==> config.mk <==
export PLATFORM = sky130hd
export DESIGN_NAME = varint_run_length_mask_decoder
export DESIGN_NICKNAME = d
export VERILOG_FILES = /design/src/vrlm_pkg.sv /design/src/vrlm_div.sv /design/src/varint_run_length_mask_decoder.sv
export SDC_FILE = /design/constraint.sdc
export NUM_CORES = 1
export LEC_CHECK = 0
export BUFFER_PORTS_ARGS = -buffer_cell sky130_fd_sc_hd__buf_2
export CAP_MARGIN = 10
export CORE_AREA = 2 2 217 219
export DETAILED_ROUTE_END_ITERATION = 10
export DIE_AREA = 0 0 219 221
export PLACE_DENSITY_LB_ADDON = 0.15
export RECOVER_POWER = 100
export SLEW_MARGIN = 40
export SYNTH_ARGS = -nofsm -noshare
export SYNTH_HDL_FRONTEND = slang
export SYNTH_SLANG_ARGS = --single-unit
==> constraint.sdc <==
create_clock -name clk -period 19.5 [get_ports clk]
set_input_delay 1.95 -clock clk [delete_from_list [all_inputs] [get_ports clk]]
set_output_delay 1.95 -clock clk [all_outputs]
set_load 0.02 [all_outputs]
==> src/vrlm_pkg.sv <==
package vrlm_pkg;

  // Field and state widths.
  localparam int unsigned DATA_W    = 8;
  localparam int unsigned GRP_W     = 7;
  localparam int unsigned ACC_W     = 21;
  localparam int unsigned RUN_W     = 28;
  localparam int unsigned NX_W      = 29;
  localparam int unsigned WIDTH_W   = 16;
  localparam int unsigned ROW_W     = 32;
  localparam int unsigned STATUS_W  = 3;
  localparam int unsigned CFG_IDX_W = 2;
  localparam int unsigned CONT_POS  = 7;

  // Configuration register indexes.
  localparam logic [CFG_IDX_W-1:0] CFG_MASK_WIDTH = 2'd0;
  localparam logic [CFG_IDX_W-1:0] CFG_FIRST_FILL = 2'd1;

  // Result kinds.
  localparam logic KIND_RECT = 1'b0;
  localparam logic KIND_END  = 1'b1;

  typedef enum logic [STATUS_W-1:0] {
    ST_OK       = 3'd0,
    ST_TRUNC    = 3'd1,
    ST_TOO_BIG  = 3'd2,
    ST_NOT_MULT = 3'd3,
    ST_ROW_OVF  = 3'd4
  } status_t;

  typedef enum logic [2:0] {
    S_IDLE,
    S_RUN,
    S_DIV,
    S_CHECK,
    S_EMIT,
    S_TERM
  } state_t;

  // Which of the up to three rectangles of a set run is being sent.
  localparam logic [1:0] RECT_HEAD_ROW = 2'd0;
  localparam logic [1:0] RECT_BODY     = 2'd1;
  localparam logic [1:0] RECT_TAIL_ROW = 2'd2;

endpackage

==> src/vrlm_div.sv <==
// Restoring divider, one quotient bit per cycle.
module vrlm_div #(
  parameter int unsigned DVD_W = vrlm_pkg::NX_W,
  parameter int unsigned DVS_W = vrlm_pkg::WIDTH_W
) (
  input  logic             clk,
  input  logic             rst_n,
  input  logic             start,
  input  logic [DVD_W-1:0] dividend,
  input  logic [DVS_W-1:0] divisor,
  output logic             done,
  output logic [DVD_W-1:0] quotient,
  output logic [DVS_W-1:0] remainder
);

  localparam int unsigned CNT_W = $clog2(DVD_W);
  localparam logic [CNT_W-1:0] CNT_LAST = CNT_W'(DVD_W - 1);

  logic             busy_r, busy_nxt;
  logic             done_r, done_nxt;
  logic [CNT_W-1:0] cnt_r, cnt_nxt;
  logic [DVD_W-1:0] dvd_r, dvd_nxt;
  logic [DVS_W-1:0] rem_r, rem_nxt;
  logic [DVS_W-1:0] dvs_r, dvs_nxt;
  logic [DVS_W:0]   shifted;
  logic [DVS_W+1:0] diff;
  logic             borrow;

  // Shared trial subtraction.
  assign shifted = {rem_r, dvd_r[DVD_W-1]};
  assign diff    = {1'b0, shifted} - {2'b00, dvs_r};
  assign borrow  = diff[DVS_W+1];

  always_comb begin
    busy_nxt = busy_r;
    done_nxt = 1'b0;
    cnt_nxt  = cnt_r;
    dvd_nxt  = dvd_r;
    rem_nxt  = rem_r;
    dvs_nxt  = dvs_r;
    if (start) begin
      busy_nxt = 1'b1;
      cnt_nxt  = '0;
      dvd_nxt  = dividend;
      rem_nxt  = '0;
      dvs_nxt  = divisor;
    end else if (busy_r) begin
      // The dividend register fills with quotient bits from the right.
      rem_nxt = borrow ? shifted[DVS_W-1:0] : diff[DVS_W-1:0];
      dvd_nxt = {dvd_r[DVD_W-2:0], ~borrow};
      cnt_nxt = cnt_r + 1'b1;
      if (cnt_r == CNT_LAST) begin
        busy_nxt = 1'b0;
        done_nxt = 1'b1;
      end
    end
  end

  always_ff @(posedge clk) begin
    if (!rst_n) begin
      busy_r <= 1'b0;
      done_r <= 1'b0;
      cnt_r  <= '0;
    end else begin
      busy_r <= busy_nxt;
      done_r <= done_nxt;
      cnt_r  <= cnt_nxt;
    end
    dvd_r <= dvd_nxt;
    rem_r <= rem_nxt;
    dvs_r <= dvs_nxt;
  end

  assign done      = done_r;
  assign quotient  = dvd_r;
  assign remainder = rem_r;

endmodule

==> src/varint_run_length_mask_decoder.sv <==
// Channel  | Handshake             | Payload
// ---------+-----------------------+-----------------------------------------
// in_      | in_valid / in_ready   | in_data_byte
// out_     | out_valid / out_ready | out_kind, out_rect_*, out_mask_height,
//          |                       | out_status, out_last
// cfg_     | cfg_valid / cfg_ready | cfg_index, cfg_data
//
// A continuation byte or an ignored byte is taken in the idle state. A run that
// stays in its row passes through the run state, and through the send state when
// it sends its rectangle. A run that wraps a row goes through the run state, the
// serial divider (one quotient bit a cycle), the check state and then the send
// state once per rectangle sent. A terminator passes through the terminator state.
// Reset is synchronous and active low; it clears the mask state and loads the
// register defaults (width 1, first run clear). A stalled output holds the
// sequencer in its send state; the output register lets the next request in
// while the last result of the previous one still waits.
module varint_run_length_mask_decoder (
  input  logic                               clk,
  input  logic                               rst_n,
  input  logic                               in_valid,
  output logic                               in_ready,
  input  logic [vrlm_pkg::DATA_W-1:0]        in_data_byte,
  output logic                               out_valid,
  input  logic                               out_ready,
  output logic                               out_kind,
  output logic [vrlm_pkg::WIDTH_W-1:0]       out_rect_x,
  output logic [vrlm_pkg::ROW_W-1:0]         out_rect_y,
  output logic [vrlm_pkg::WIDTH_W-1:0]       out_rect_width,
  output logic [vrlm_pkg::ROW_W-1:0]         out_rect_height,
  output logic [vrlm_pkg::ROW_W-1:0]         out_mask_height,
  output logic [vrlm_pkg::STATUS_W-1:0]      out_status,
  output logic                               out_last,
  input  logic                               cfg_valid,
  output logic                               cfg_ready,
  input  logic [vrlm_pkg::CFG_IDX_W-1:0]     cfg_index,
  input  logic [vrlm_pkg::WIDTH_W-1:0]       cfg_data
);

  localparam int unsigned ACC_W   = vrlm_pkg::ACC_W;
  localparam int unsigned RUN_W   = vrlm_pkg::RUN_W;
  localparam int unsigned NX_W    = vrlm_pkg::NX_W;
  localparam int unsigned WIDTH_W = vrlm_pkg::WIDTH_W;
  localparam int unsigned ROW_W   = vrlm_pkg::ROW_W;
  localparam int unsigned GRP_W   = vrlm_pkg::GRP_W;

  vrlm_pkg::state_t  state_r, state_nxt;
  vrlm_pkg::status_t err_r, err_nxt;
  vrlm_pkg::status_t term_st_r, term_st_nxt;

  logic [WIDTH_W-1:0] mask_width_r, mask_width_nxt;
  logic               first_fill_r, first_fill_nxt;
  logic [ACC_W-1:0]   acc_r, acc_nxt;
  logic [1:0]         gc_r, gc_nxt;
  logic [WIDTH_W-1:0] column_r, column_nxt;
  logic [ROW_W-1:0]   row_r, row_nxt;
  logic               fill_r, fill_nxt;

  // Working registers of the run in flight.
  logic [RUN_W-1:0]   run_r, run_nxt;
  logic [NX_W-1:0]    nx_r, nx_nxt;
  logic [WIDTH_W-1:0] col_r, col_nxt;
  logic [ROW_W-1:0]   rbase_r, rbase_nxt;
  logic [WIDTH_W-1:0] r0w_r, r0w_nxt;
  logic [NX_W-1:0]    h_r, h_nxt;
  logic [WIDTH_W-1:0] x_r, x_nxt;
  logic               run_fill_r, run_fill_nxt;
  logic [1:0]         idx_r, idx_nxt;
  logic [ROW_W-1:0]   term_h_r, term_h_nxt;

  // Output register.
  logic               out_valid_r, out_valid_nxt;
  logic               out_kind_r, out_kind_nxt;
  logic [WIDTH_W-1:0] out_x_r, out_x_nxt;
  logic [ROW_W-1:0]   out_y_r, out_y_nxt;
  logic [WIDTH_W-1:0] out_w_r, out_w_nxt;
  logic [ROW_W-1:0]   out_h_r, out_h_nxt;
  logic [ROW_W-1:0]   out_mh_r, out_mh_nxt;
  logic [vrlm_pkg::STATUS_W-1:0] out_st_r, out_st_nxt;
  logic               out_last_r, out_last_nxt;

  logic               in_acc;
  logic               slot_free;
  logic [WIDTH_W-1:0] w_eff;
  logic [GRP_W-1:0]   grp;
  logic               cont;
  logic [RUN_W-1:0]   run_asm;
  logic [WIDTH_W-1:0] col_eff;
  logic               short_run;
  logic [NX_W-1:0]    rest;
  logic               div_start;
  logic               div_done;
  logic [NX_W-1:0]    div_q;
  logic [WIDTH_W-1:0] div_r;
  logic [ROW_W:0]     r_sum;
  logic               row_ovf;
  logic [1:0]         idx_after;
  logic               more_rects;
  logic               term_byte;
  logic               run_done_byte;

  assign in_ready  = (state_r == vrlm_pkg::S_IDLE);
  assign cfg_ready = 1'b1;
  assign in_acc    = in_valid && in_ready;
  assign slot_free = !out_valid_r || out_ready;
  assign w_eff     = (mask_width_r == '0) ? WIDTH_W'(1) : mask_width_r;
  assign grp       = in_data_byte[GRP_W-1:0];
  assign cont      = in_data_byte[vrlm_pkg::CONT_POS];
  assign term_byte = (in_data_byte == '0);

  // A non-zero byte without the continuation bit closes a run unless an error is held.
  assign run_done_byte = !term_byte && (err_r == vrlm_pkg::ST_OK) && !cont;

  // Place the new 7-bit group above the groups gathered so far.
  always_comb begin
    case (gc_r)
      2'd0:    run_asm = {{(RUN_W-ACC_W){1'b0}}, acc_r} | RUN_W'(grp);
      2'd1:    run_asm = {{(RUN_W-ACC_W){1'b0}}, acc_r} | (RUN_W'(grp) << GRP_W);
      2'd2:    run_asm = {{(RUN_W-ACC_W){1'b0}}, acc_r} | (RUN_W'(grp) << (2*GRP_W));
      default: run_asm = {{(RUN_W-ACC_W){1'b0}}, acc_r} | (RUN_W'(grp) << (3*GRP_W));
    endcase
  end

  // A column left beyond a narrowed width restarts at the row's left edge.
  assign col_eff = (column_r < w_eff) ? column_r : '0;

  // Run evaluation: stays in the row, or wraps and needs the divider.
  assign short_run = (nx_r < NX_W'(w_eff));
  assign rest      = nx_r - NX_W'(w_eff);
  assign div_start = (state_r == vrlm_pkg::S_RUN) && !short_run;

  vrlm_div #(
    .DVD_W (NX_W),
    .DVS_W (WIDTH_W)
  ) u_div (
    .clk       (clk),
    .rst_n     (rst_n),
    .start     (div_start),
    .dividend  (rest),
    .divisor   (w_eff),
    .done      (div_done),
    .quotient  (div_q),
    .remainder (div_r)
  );

  // Row after the run, with one spare bit to catch overflow.
  assign r_sum   = {1'b0, rbase_r} + (ROW_W+1)'(h_r) + (ROW_W+1)'(1);
  assign row_ovf = r_sum[ROW_W];

  // Next rectangle after the one being sent.
  always_comb begin
    idx_after  = vrlm_pkg::RECT_TAIL_ROW;
    more_rects = 1'b0;
    case (idx_r)
      vrlm_pkg::RECT_HEAD_ROW: begin
        if (h_r != '0) begin
          idx_after  = vrlm_pkg::RECT_BODY;
          more_rects = 1'b1;
        end else if (x_r != '0) begin
          idx_after  = vrlm_pkg::RECT_TAIL_ROW;
          more_rects = 1'b1;
        end
      end
      vrlm_pkg::RECT_BODY: begin
        more_rects = (x_r != '0);
      end
      default: more_rects = 1'b0;
    endcase
  end

  // Next state.
  always_comb begin
    state_nxt = state_r;
    case (state_r)
      vrlm_pkg::S_IDLE: begin
        if (in_acc) begin
          if (term_byte) begin
            state_nxt = vrlm_pkg::S_TERM;
          end else if (run_done_byte) begin
            state_nxt = vrlm_pkg::S_RUN;
          end
        end
      end
      vrlm_pkg::S_RUN: begin
        if (!short_run) begin
          state_nxt = vrlm_pkg::S_DIV;
        end else if (run_fill_r && (run_r != '0)) begin
          state_nxt = vrlm_pkg::S_EMIT;
        end else begin
          state_nxt = vrlm_pkg::S_IDLE;
        end
      end
      vrlm_pkg::S_DIV: begin
        if (div_done) begin
          state_nxt = vrlm_pkg::S_CHECK;
        end
      end
      vrlm_pkg::S_CHECK: begin
        if (!row_ovf && run_fill_r) begin
          state_nxt = vrlm_pkg::S_EMIT;
        end else begin
          state_nxt = vrlm_pkg::S_IDLE;
        end
      end
      vrlm_pkg::S_EMIT: begin
        if (slot_free && !more_rects) begin
          state_nxt = vrlm_pkg::S_IDLE;
        end
      end
      vrlm_pkg::S_TERM: begin
        if (slot_free) begin
          state_nxt = vrlm_pkg::S_IDLE;
        end
      end
      default: state_nxt = vrlm_pkg::S_IDLE;
    endcase
  end

  // Datapath and output register updates.
  always_comb begin
    mask_width_nxt = mask_width_r;
    first_fill_nxt = first_fill_r;
    acc_nxt        = acc_r;
    gc_nxt         = gc_r;
    column_nxt     = column_r;
    row_nxt        = row_r;
    fill_nxt       = fill_r;
    err_nxt        = err_r;
    run_nxt        = run_r;
    nx_nxt         = nx_r;
    col_nxt        = col_r;
    rbase_nxt      = rbase_r;
    r0w_nxt        = r0w_r;
    h_nxt          = h_r;
    x_nxt          = x_r;
    run_fill_nxt   = run_fill_r;
    idx_nxt        = idx_r;
    term_st_nxt    = term_st_r;
    term_h_nxt     = term_h_r;

    out_valid_nxt  = out_valid_r && !out_ready;
    out_kind_nxt   = out_kind_r;
    out_x_nxt      = out_x_r;
    out_y_nxt      = out_y_r;
    out_w_nxt      = out_w_r;
    out_h_nxt      = out_h_r;
    out_mh_nxt     = out_mh_r;
    out_st_nxt     = out_st_r;
    out_last_nxt   = out_last_r;

    case (state_r)
      vrlm_pkg::S_IDLE: begin
        if (in_acc) begin
          if (term_byte) begin
            // End of mask: settle the status, then start a fresh mask.
            term_st_nxt = err_r;
            if (err_r == vrlm_pkg::ST_OK && gc_r != '0) begin
              term_st_nxt = vrlm_pkg::ST_TRUNC;
            end else if (err_r == vrlm_pkg::ST_OK && column_r != '0) begin
              term_st_nxt = vrlm_pkg::ST_NOT_MULT;
            end
            term_h_nxt = row_r;
            acc_nxt    = '0;
            gc_nxt     = '0;
            column_nxt = '0;
            row_nxt    = '0;
            fill_nxt   = first_fill_r;
            err_nxt    = vrlm_pkg::ST_OK;
          end else if (err_r == vrlm_pkg::ST_OK) begin
            if (cont && gc_r == 2'd3) begin
              err_nxt = vrlm_pkg::ST_TOO_BIG;
              acc_nxt = '0;
              gc_nxt  = '0;
            end else if (cont) begin
              acc_nxt = run_asm[ACC_W-1:0];
              gc_nxt  = gc_r + 2'd1;
            end else begin
              run_nxt      = run_asm;
              col_nxt      = col_eff;
              nx_nxt       = NX_W'(col_eff) + NX_W'(run_asm);
              run_fill_nxt = fill_r;
              acc_nxt      = '0;
              gc_nxt       = '0;
            end
          end
        end
      end
      vrlm_pkg::S_RUN: begin
        rbase_nxt = row_r;
        idx_nxt   = vrlm_pkg::RECT_HEAD_ROW;
        if (short_run) begin
          r0w_nxt    = run_r[WIDTH_W-1:0];
          h_nxt      = '0;
          x_nxt      = '0;
          column_nxt = nx_r[WIDTH_W-1:0];
          fill_nxt   = ~fill_r;
        end else begin
          r0w_nxt = w_eff - col_r;
        end
      end
      vrlm_pkg::S_DIV: begin
        if (div_done) begin
          h_nxt = div_q;
          x_nxt = div_r;
        end
      end
      vrlm_pkg::S_CHECK: begin
        if (row_ovf) begin
          err_nxt = vrlm_pkg::ST_ROW_OVF;
        end else begin
          row_nxt    = r_sum[ROW_W-1:0];
          column_nxt = x_r;
          fill_nxt   = ~fill_r;
        end
      end
      vrlm_pkg::S_EMIT: begin
        if (slot_free) begin
          out_valid_nxt = 1'b1;
          out_kind_nxt  = vrlm_pkg::KIND_RECT;
          out_mh_nxt    = '0;
          out_st_nxt    = vrlm_pkg::ST_OK;
          out_last_nxt  = !more_rects;
          idx_nxt       = idx_after;
          case (idx_r)
            vrlm_pkg::RECT_HEAD_ROW: begin
              out_x_nxt = col_r;
              out_y_nxt = rbase_r;
              out_w_nxt = r0w_r;
              out_h_nxt = ROW_W'(1);
            end
            vrlm_pkg::RECT_BODY: begin
              out_x_nxt = '0;
              out_y_nxt = rbase_r + ROW_W'(1);
              out_w_nxt = w_eff;
              out_h_nxt = ROW_W'(h_r);
            end
            default: begin
              // The row register already holds the last row of the run.
              out_x_nxt = '0;
              out_y_nxt = row_r;
              out_w_nxt = x_r;
              out_h_nxt = ROW_W'(1);
            end
          endcase
        end
      end
      vrlm_pkg::S_TERM: begin
        if (slot_free) begin
          out_valid_nxt = 1'b1;
          out_kind_nxt  = vrlm_pkg::KIND_END;
          out_x_nxt     = '0;
          out_y_nxt     = '0;
          out_w_nxt     = '0;
          out_h_nxt     = '0;
          out_mh_nxt    = (term_st_r == vrlm_pkg::ST_OK) ? term_h_r : '0;
          out_st_nxt    = term_st_r;
          out_last_nxt  = 1'b1;
        end
      end
      default: ;
    endcase

    // Register writes; a polarity write also reloads the current polarity.
    if (cfg_valid && cfg_ready) begin
      case (cfg_index)
        vrlm_pkg::CFG_MASK_WIDTH: mask_width_nxt = cfg_data;
        vrlm_pkg::CFG_FIRST_FILL: begin
          first_fill_nxt = cfg_data[0];
          fill_nxt       = cfg_data[0];
        end
        default: ;
      endcase
    end
  end

  always_ff @(posedge clk) begin
    if (!rst_n) begin
      state_r      <= vrlm_pkg::S_IDLE;
      mask_width_r <= WIDTH_W'(1);
      first_fill_r <= 1'b0;
      acc_r        <= '0;
      gc_r         <= '0;
      column_r     <= '0;
      row_r        <= '0;
      fill_r       <= 1'b0;
      err_r        <= vrlm_pkg::ST_OK;
      out_valid_r  <= 1'b0;
    end else begin
      state_r      <= state_nxt;
      mask_width_r <= mask_width_nxt;
      first_fill_r <= first_fill_nxt;
      acc_r        <= acc_nxt;
      gc_r         <= gc_nxt;
      column_r     <= column_nxt;
      row_r        <= row_nxt;
      fill_r       <= fill_nxt;
      err_r        <= err_nxt;
      out_valid_r  <= out_valid_nxt;
    end
    run_r      <= run_nxt;
    nx_r       <= nx_nxt;
    col_r      <= col_nxt;
    rbase_r    <= rbase_nxt;
    r0w_r      <= r0w_nxt;
    h_r        <= h_nxt;
    x_r        <= x_nxt;
    run_fill_r <= run_fill_nxt;
    idx_r      <= idx_nxt;
    term_st_r  <= term_st_nxt;
    term_h_r   <= term_h_nxt;
    out_kind_r <= out_kind_nxt;
    out_x_r    <= out_x_nxt;
    out_y_r    <= out_y_nxt;
    out_w_r    <= out_w_nxt;
    out_h_r    <= out_h_nxt;
    out_mh_r   <= out_mh_nxt;
    out_st_r   <= out_st_nxt;
    out_last_r <= out_last_nxt;
  end

  assign out_valid       = out_valid_r;
  assign out_kind        = out_kind_r;
  assign out_rect_x      = out_x_r;
  assign out_rect_y      = out_y_r;
  assign out_rect_width  = out_w_r;
  assign out_rect_height = out_h_r;
  assign out_mask_height = out_mh_r;
  assign out_status      = out_st_r;
  assign out_last        = out_last_r;

endmodule
* After elaboration in Yosys (flattened, before gate mapping)
Cells that the tools add are included.
** Storage, ports and cells
- Register bits after elaboration :: 501
- Input bits :: 31
- Logic and storage cells :: 227
** Cells by class
- Add/subtract/negate cells :: 9
- $lt $le $gt $ge :: 2
- Equality and inequality tests :: 23
- Multiplexer cells :: 91
- Bitwise gates (word level) :: 11
- Reduce and logical (&&, ||, !) cells :: 55
** Operators by type and width (count)
- one-hot mux 32 bit (2 select lines) :: 5
- two-way mux 32 bit :: 8
- two-way mux 16 bit :: 14
- two-way mux 29 bit :: 5
- one-hot mux 16 bit (2 select lines) :: 4
- two-way mux 21 bit :: 4
- one-hot mux 28 bit (3 select lines) :: 1
- one-hot mux 29 bit (2 select lines) :: 1
- one-hot mux 16 bit (3 select lines) :: 1
- two-way mux 3 bit :: 15
- adder 32 x 29 -> 33 bit :: 1
- adder 33 x 1 -> 33 bit, second input constant :: 1
- adder 32 x 1 -> 32 bit, second input constant :: 1
- nonzero test 16 bit :: 2
- adder 16 x 28 -> 29 bit :: 1
- < comparator 29 x 16 -> 1 bit :: 1
- nonzero test 29 bit :: 1
- subtractor 29 x 16 -> 29 bit :: 1
- bitwise OR 21 x 28 -> 28 bit :: 1
- nonzero test 28 bit :: 1
- bitwise OR 21 x 14 -> 21 bit :: 1
- bitwise OR 21 bit :: 1
- bitwise OR 21 x 7 -> 21 bit :: 1
- one-hot mux 3 bit (6 select lines) :: 1
- 37 further kinds :: 118

* Logic depth before layout (Yosys ltp)
- Word-level depth :: 8
- Depth in mapped cells :: 21

* By module
A second synthesis with hierarchy kept.
** Second synthesis, totals
- Cells, all modules :: 2329
- Area total of the unflattened synthesis :: 25291.8 um^2
** By module, submodules not included
- varint_run_length_mask_decoder :: instances 1, cells each 1995, area an instance 21598.2 um^2, sequential area each 11931.4 um^2
- vrlm_div :: instances 1, cells each 334, area an instance 3693.5 um^2, sequential area each 1811.7 um^2

* Worst setup path after synthesis
Ideal clock, no wire load.
- Path kind :: input to register
- Start point :: input port out_ready
- End point :: register out_kind_r, in the netlist out_kind, enable pin
- Setup time :: 621 ps
- Arrival :: 7416 ps
- Path slack :: 11463 ps
- Stages :: 2
- Buffers on the path :: 0
- Path through :: nor2b_1 nor2_1
** Between the ends
- Cells in the longest elaborated chain, start to end :: 3
** Ends and longest elaborated chain
- start, declared :: RTL line varint_run_length_mask_decoder.sv:24 : input logic out_ready,
- logical OR 1 bit (*) :: RTL line varint_run_length_mask_decoder.sv:104 : assign slot_free = !out_valid_r || out_ready;
- inequality test 2 bit (no line)
- AND reduction 3 bit (no line) (*)
- end signal, assigned :: RTL line varint_run_length_mask_decoder.sv:410 : out_kind_r <= out_kind_nxt;
- end, declared :: RTL line varint_run_length_mask_decoder.sv:72 : logic out_kind_r, out_kind_nxt;
Mark *: on every way between the ends. The rest lies on a longest branch, timed or not.
A chain may end at the register's enable or synchronous reset.

* Final worst setup path
- Start point :: register mask_width_r[7]
- End point :: register u_div.dvd_r[26], in the netlist u_div.quotient[26], enable pin
** Between the ends
- Cells in the longest elaborated chain, start to end :: 6
** Ends and longest elaborated chain
- start, declared :: RTL line varint_run_length_mask_decoder.sv:50 : logic [WIDTH_W-1:0] mask_width_r, mask_width_nxt;
- start signal, assigned :: RTL line varint_run_length_mask_decoder.sv:389 : mask_width_r <= mask_width_nxt;
- zero test 16 bit :: RTL line varint_run_length_mask_decoder.sv:105 : assign w_eff = (mask_width_r == '0) ? WIDTH_W'(1) : mask_width_r;
- two-way mux 16 bit :: RTL line varint_run_length_mask_decoder.sv:105
- via u_div.divisor[0] :: RTL line vrlm_div.sv:10 : input logic [DVS_W-1:0] divisor,
- < comparator 29 x 16 -> 1 bit :: RTL line varint_run_length_mask_decoder.sv:127 : assign short_run = (nx_r < NX_W'(w_eff));
- zero test 1 bit
- logical AND 1 bit :: RTL line varint_run_length_mask_decoder.sv:129 : assign div_start = (state_r == vrlm_pkg::S_RUN) && !short_run;
- nonzero test 2 bit (no line)
- end signal, assigned :: RTL line vrlm_div.sv:69 : dvd_r <= dvd_nxt;
- end, declared :: RTL line vrlm_div.sv:22 : logic [DVD_W-1:0] dvd_r, dvd_nxt;
The timed path passes the listed nets, and every way through them passes these cells.

==> out/results.ini <==
[outcome]
status = finished with violations
violations = max-capacitance violations, max-slew violations

[clock_tree]
cts_max_level = 2
cts_tree = yes
cts_inserted_buffers = 51
ctsRootBufferMaster = clkbuf_16
numClockSinks = 497
clock_latency_ns = 0.60
clk_path_buf_depth = 3
cts_resized = 0
cts_hold_buf = 0
path_clk_slew_ns = 0.06
post_cts_buffers = 0

[placed_design]
gp_congestion = 0.9545
dp_slack_ns = 14.48
io_buffers = 162
hpwl_um = 49230

[route]
via_count = 18130
routedWlPerCell_um = 21.46
antenna_left = 0
wirelength_um = 66810
drt_first_pass_iters = 6
first_iter_violations = 1432
via_per_inst = 5.825
drc = 0

[layout]
n_antenna_cell = 0
layout-drive-gt1-share_pct = 6.105
fin_nets = 2614
area_delta_synth_final_pct = 10.97
postLayoutCoreUtil_pct = 60.65

[logic_synthesis]
ys_ff_latch = 497
ys_seq_area_share_pct = 54.59
syn_area_um2 = 25180
yosysUniqueCellTypes = 86
yosys_warnings = 0
synth.avg_cell_area_um2 = 10.75
synth_top_flop_cell = edfxtp_1
synth-edff-count = 379
ys_async_sr_fraction_pct = 0
synthCells = 2341

[floorplan]
dieArea_um2 = 48400
die_y_um = 221
initial_utilization_pct = 54.66
die_w_um = 219
core-area_um2 = 46060
row_count = 79
ioPinCount = 167

[power_and_ir_drop]
leakage_nw = 10.87
p_per_area_nw_per_um2 = 109.3
netSwitchingFraction_pct = 30.46
design_power_total_mw = 3.054
intPower_mw = 2.124
pwr-share-seq_pct = 44.6
p_clk_share_pct = 33.0
p_comb_share_pct = 22.4
power.switching_uw = 930.2
ir_drop_mv = 0.06804

[worst_setup_path]
max_stage_delay_ns = 1.87
path_class = register to register
cp_max_fo = 75
cp.arrival_ns = 7.61
slowest_stage = clkbuf_1
required_ns = 19.52
ff2ff_setup_slack_ns = 11.91
start_kind = register
cp_cell_sequence = nor4_1 > a41oi_1 > inv_1 > ha_1 > nor2b_1 > o21a_1 > o21ai_0 > a21oi_1 > o21ai_0 > nand2_1 > nand2_2 > clkbuf_1 > nand2_1
cp-end-kind = register

[timing]
fmax_ghz = 0.1318
finClkSkew_ns = 0.01665
setup_slack_ns = 11.91
grt_setup_unrepaired = false
fin_setup_tns_ns = 0
worstMarginPinSlew_ns = 4.124
setup_viol = 0
hold_viol_final = 0
finalCritPeriodShare_pct = 38.90
drv_slew = 676
slew_headroom_pct = -175.0
post-route-min-period_ns = 7.586

[global_route]
grt_antenna_before_repair = 0
grt_usage_pct = 27.58
overflow = 0
grt_pass1_vias = 17550
grt_max_degree = 93
grt_pass1_wl_um = 102300

[flow_run]
drv_cap = 16

[hold_path]
hold_class = register to register

[worst paths after layout]
path,start,endpoint,cells after the start
max,mask_width_r[7],u_div.quotient[26],13
min,acc_r[0],acc_r[0],2
max reg2reg,mask_width_r[7],u_div.quotient[26],13
min reg2reg,acc_r[0],acc_r[0],2
[critical path, delay by kind of cell (launching register included)]
| family | cells | cell delay, ns |
|---|---|---|
| buf+inv | 2 | 2.02 |
| simple gates | 5 | 2.90 |
| compound gates | 5 | 1.50 |
| flops | 1 | 0.36 |
| fa+ha+maj | 1 | 0.20 |
[cells by family (layout without fill, tap and decap cells)]
group	count (synthesis)	count (layout)	synth area share [%]
XOR/XNOR	127	127	4.418
buffers and inverters	211	374	3.404
other	2	4	0.02983
AO/OA/AOI/OAI	510	510	13.48
multiplexers	38	38	1.516
flip-flops	497	497	54.59
adder cells (fa/ha/maj)	120	120	6.113
AND/OR/NAND/NOR	836	836	16.45
[layer usage]
layer	up-vias	GRT usage, %	wire length, um
li1	8702	-	-
met5	-	0	0
met4	0	13.16	3465
met1	8671	35.68	27820
met3	169	4.426	3807
met2	591	45.28	31720
[cells in the mapped netlist, types with 29 or more instances]
cell type	count	area [um^2]
edfxtp_1	379	11380
nand2_1	204	765.7
nor2_1	204	765.7
a21oi_1	158	790.8
dfxtp_1	118	2362
ha_1	115	1439
o21ai_0	96	480.5
clkbuf_1	92	345.3
inv_1	91	341.6
and2_1	81	506.7
and3_1	75	469.2
xnor2_1	66	578.1
xor2_1	61	534.3
nand3_1	55	275.3
nor3_1	52	260.3
nor2b_1	44	275.3
a21boi_0	43	322.8
mux2i_1	37	370.4
a21o_1	32	240.2
a22oi_1	31	232.7
nor4_1	29	181.4
[registers in the layout, summed over array words and instances, names as in the netlist, 5 cells and up]
signal / cells
col_r: 16
column_r: 16
u_div.remainder: 16
nx_r: 29
out_rect_height: 29
mask_width_r: 16
u_div.cnt_r: 5
u_div.dvs_r: 16
u_div.quotient: 29
out_rect_y: 32
out_rect_width: 16
r0w_r: 16
out_mask_height: 32
rbase_r: 32
term_h_r: 32
row_r: 32
acc_r: 21
h_r: 29
out_rect_x: 16
x_r: 16
run_r: 28
[power by group through the flow]
stage	registers (mW)	logic (mW)	clock network (mW)
floorplan	1.34	0.521	0
global placement	1.38	0.664	0
detailed placement	1.38	0.682	0
CTS	1.36	0.686	1.02
global route	1.37	0.762	1.06
finish	1.36	0.684	1.01
[through the flow]
step	hold slack, ns	area [um^2]	cells
detailed placement	0.4491	26540	3017
global route	0.4873	27940	3113
global placement	0.4487	26450	3015
floorplan	0.4306	25180	2343
CTS	0.4633	28280	3113
finish	0.4671	27940	3113
[cell usage in the layout (no fill, tap or decap), drive strengths merged, types with 7 or more instances in the layout]
| cell | n |
|---|---|
| o2bb2ai | 14 |
| edfxtp | 379 |
| o21ai | 98 |
| a21o | 33 |
| nor4 | 30 |
| ha | 115 |
| xnor2 | 66 |
| nand3 | 55 |
| clkinvlp | 7 |
| clkbuf | 213 |
| xor2 | 61 |
| o211ai | 9 |
| nand2 | 206 |
| a21boi | 45 |
| o21a | 28 |
| a31oi | 9 |
| inv | 94 |
| clkinv | 19 |
| o21bai | 9 |
| and2 | 82 |
| nand4 | 19 |
| or3 | 14 |
| a21oi | 159 |
| nor2 | 206 |
| a211oi | 8 |
| or2 | 10 |
| mux2i | 37 |
| o31ai | 8 |
| nor2b | 44 |
| dfxtp | 118 |
| nor3 | 52 |
| o211a | 21 |
| buf | 35 |
| and4 | 8 |
| and3 | 75 |
| a22oi | 31 |
| nand2b | 24 |
[cell type report]
type / instances / area, um^2
clock buffers: 63 / 1393
inverters: 93 / 349.1
fillers: 3894 / 18120
clock inverters: 33 / 346.6
repair buffers: 185 / 764.5
multi-input cells: 1635 / 10580
well taps: 607 / 759.5
flip-flops and latches: 497 / 13740
No activity file was read; power rests on OpenSTA's default activity.
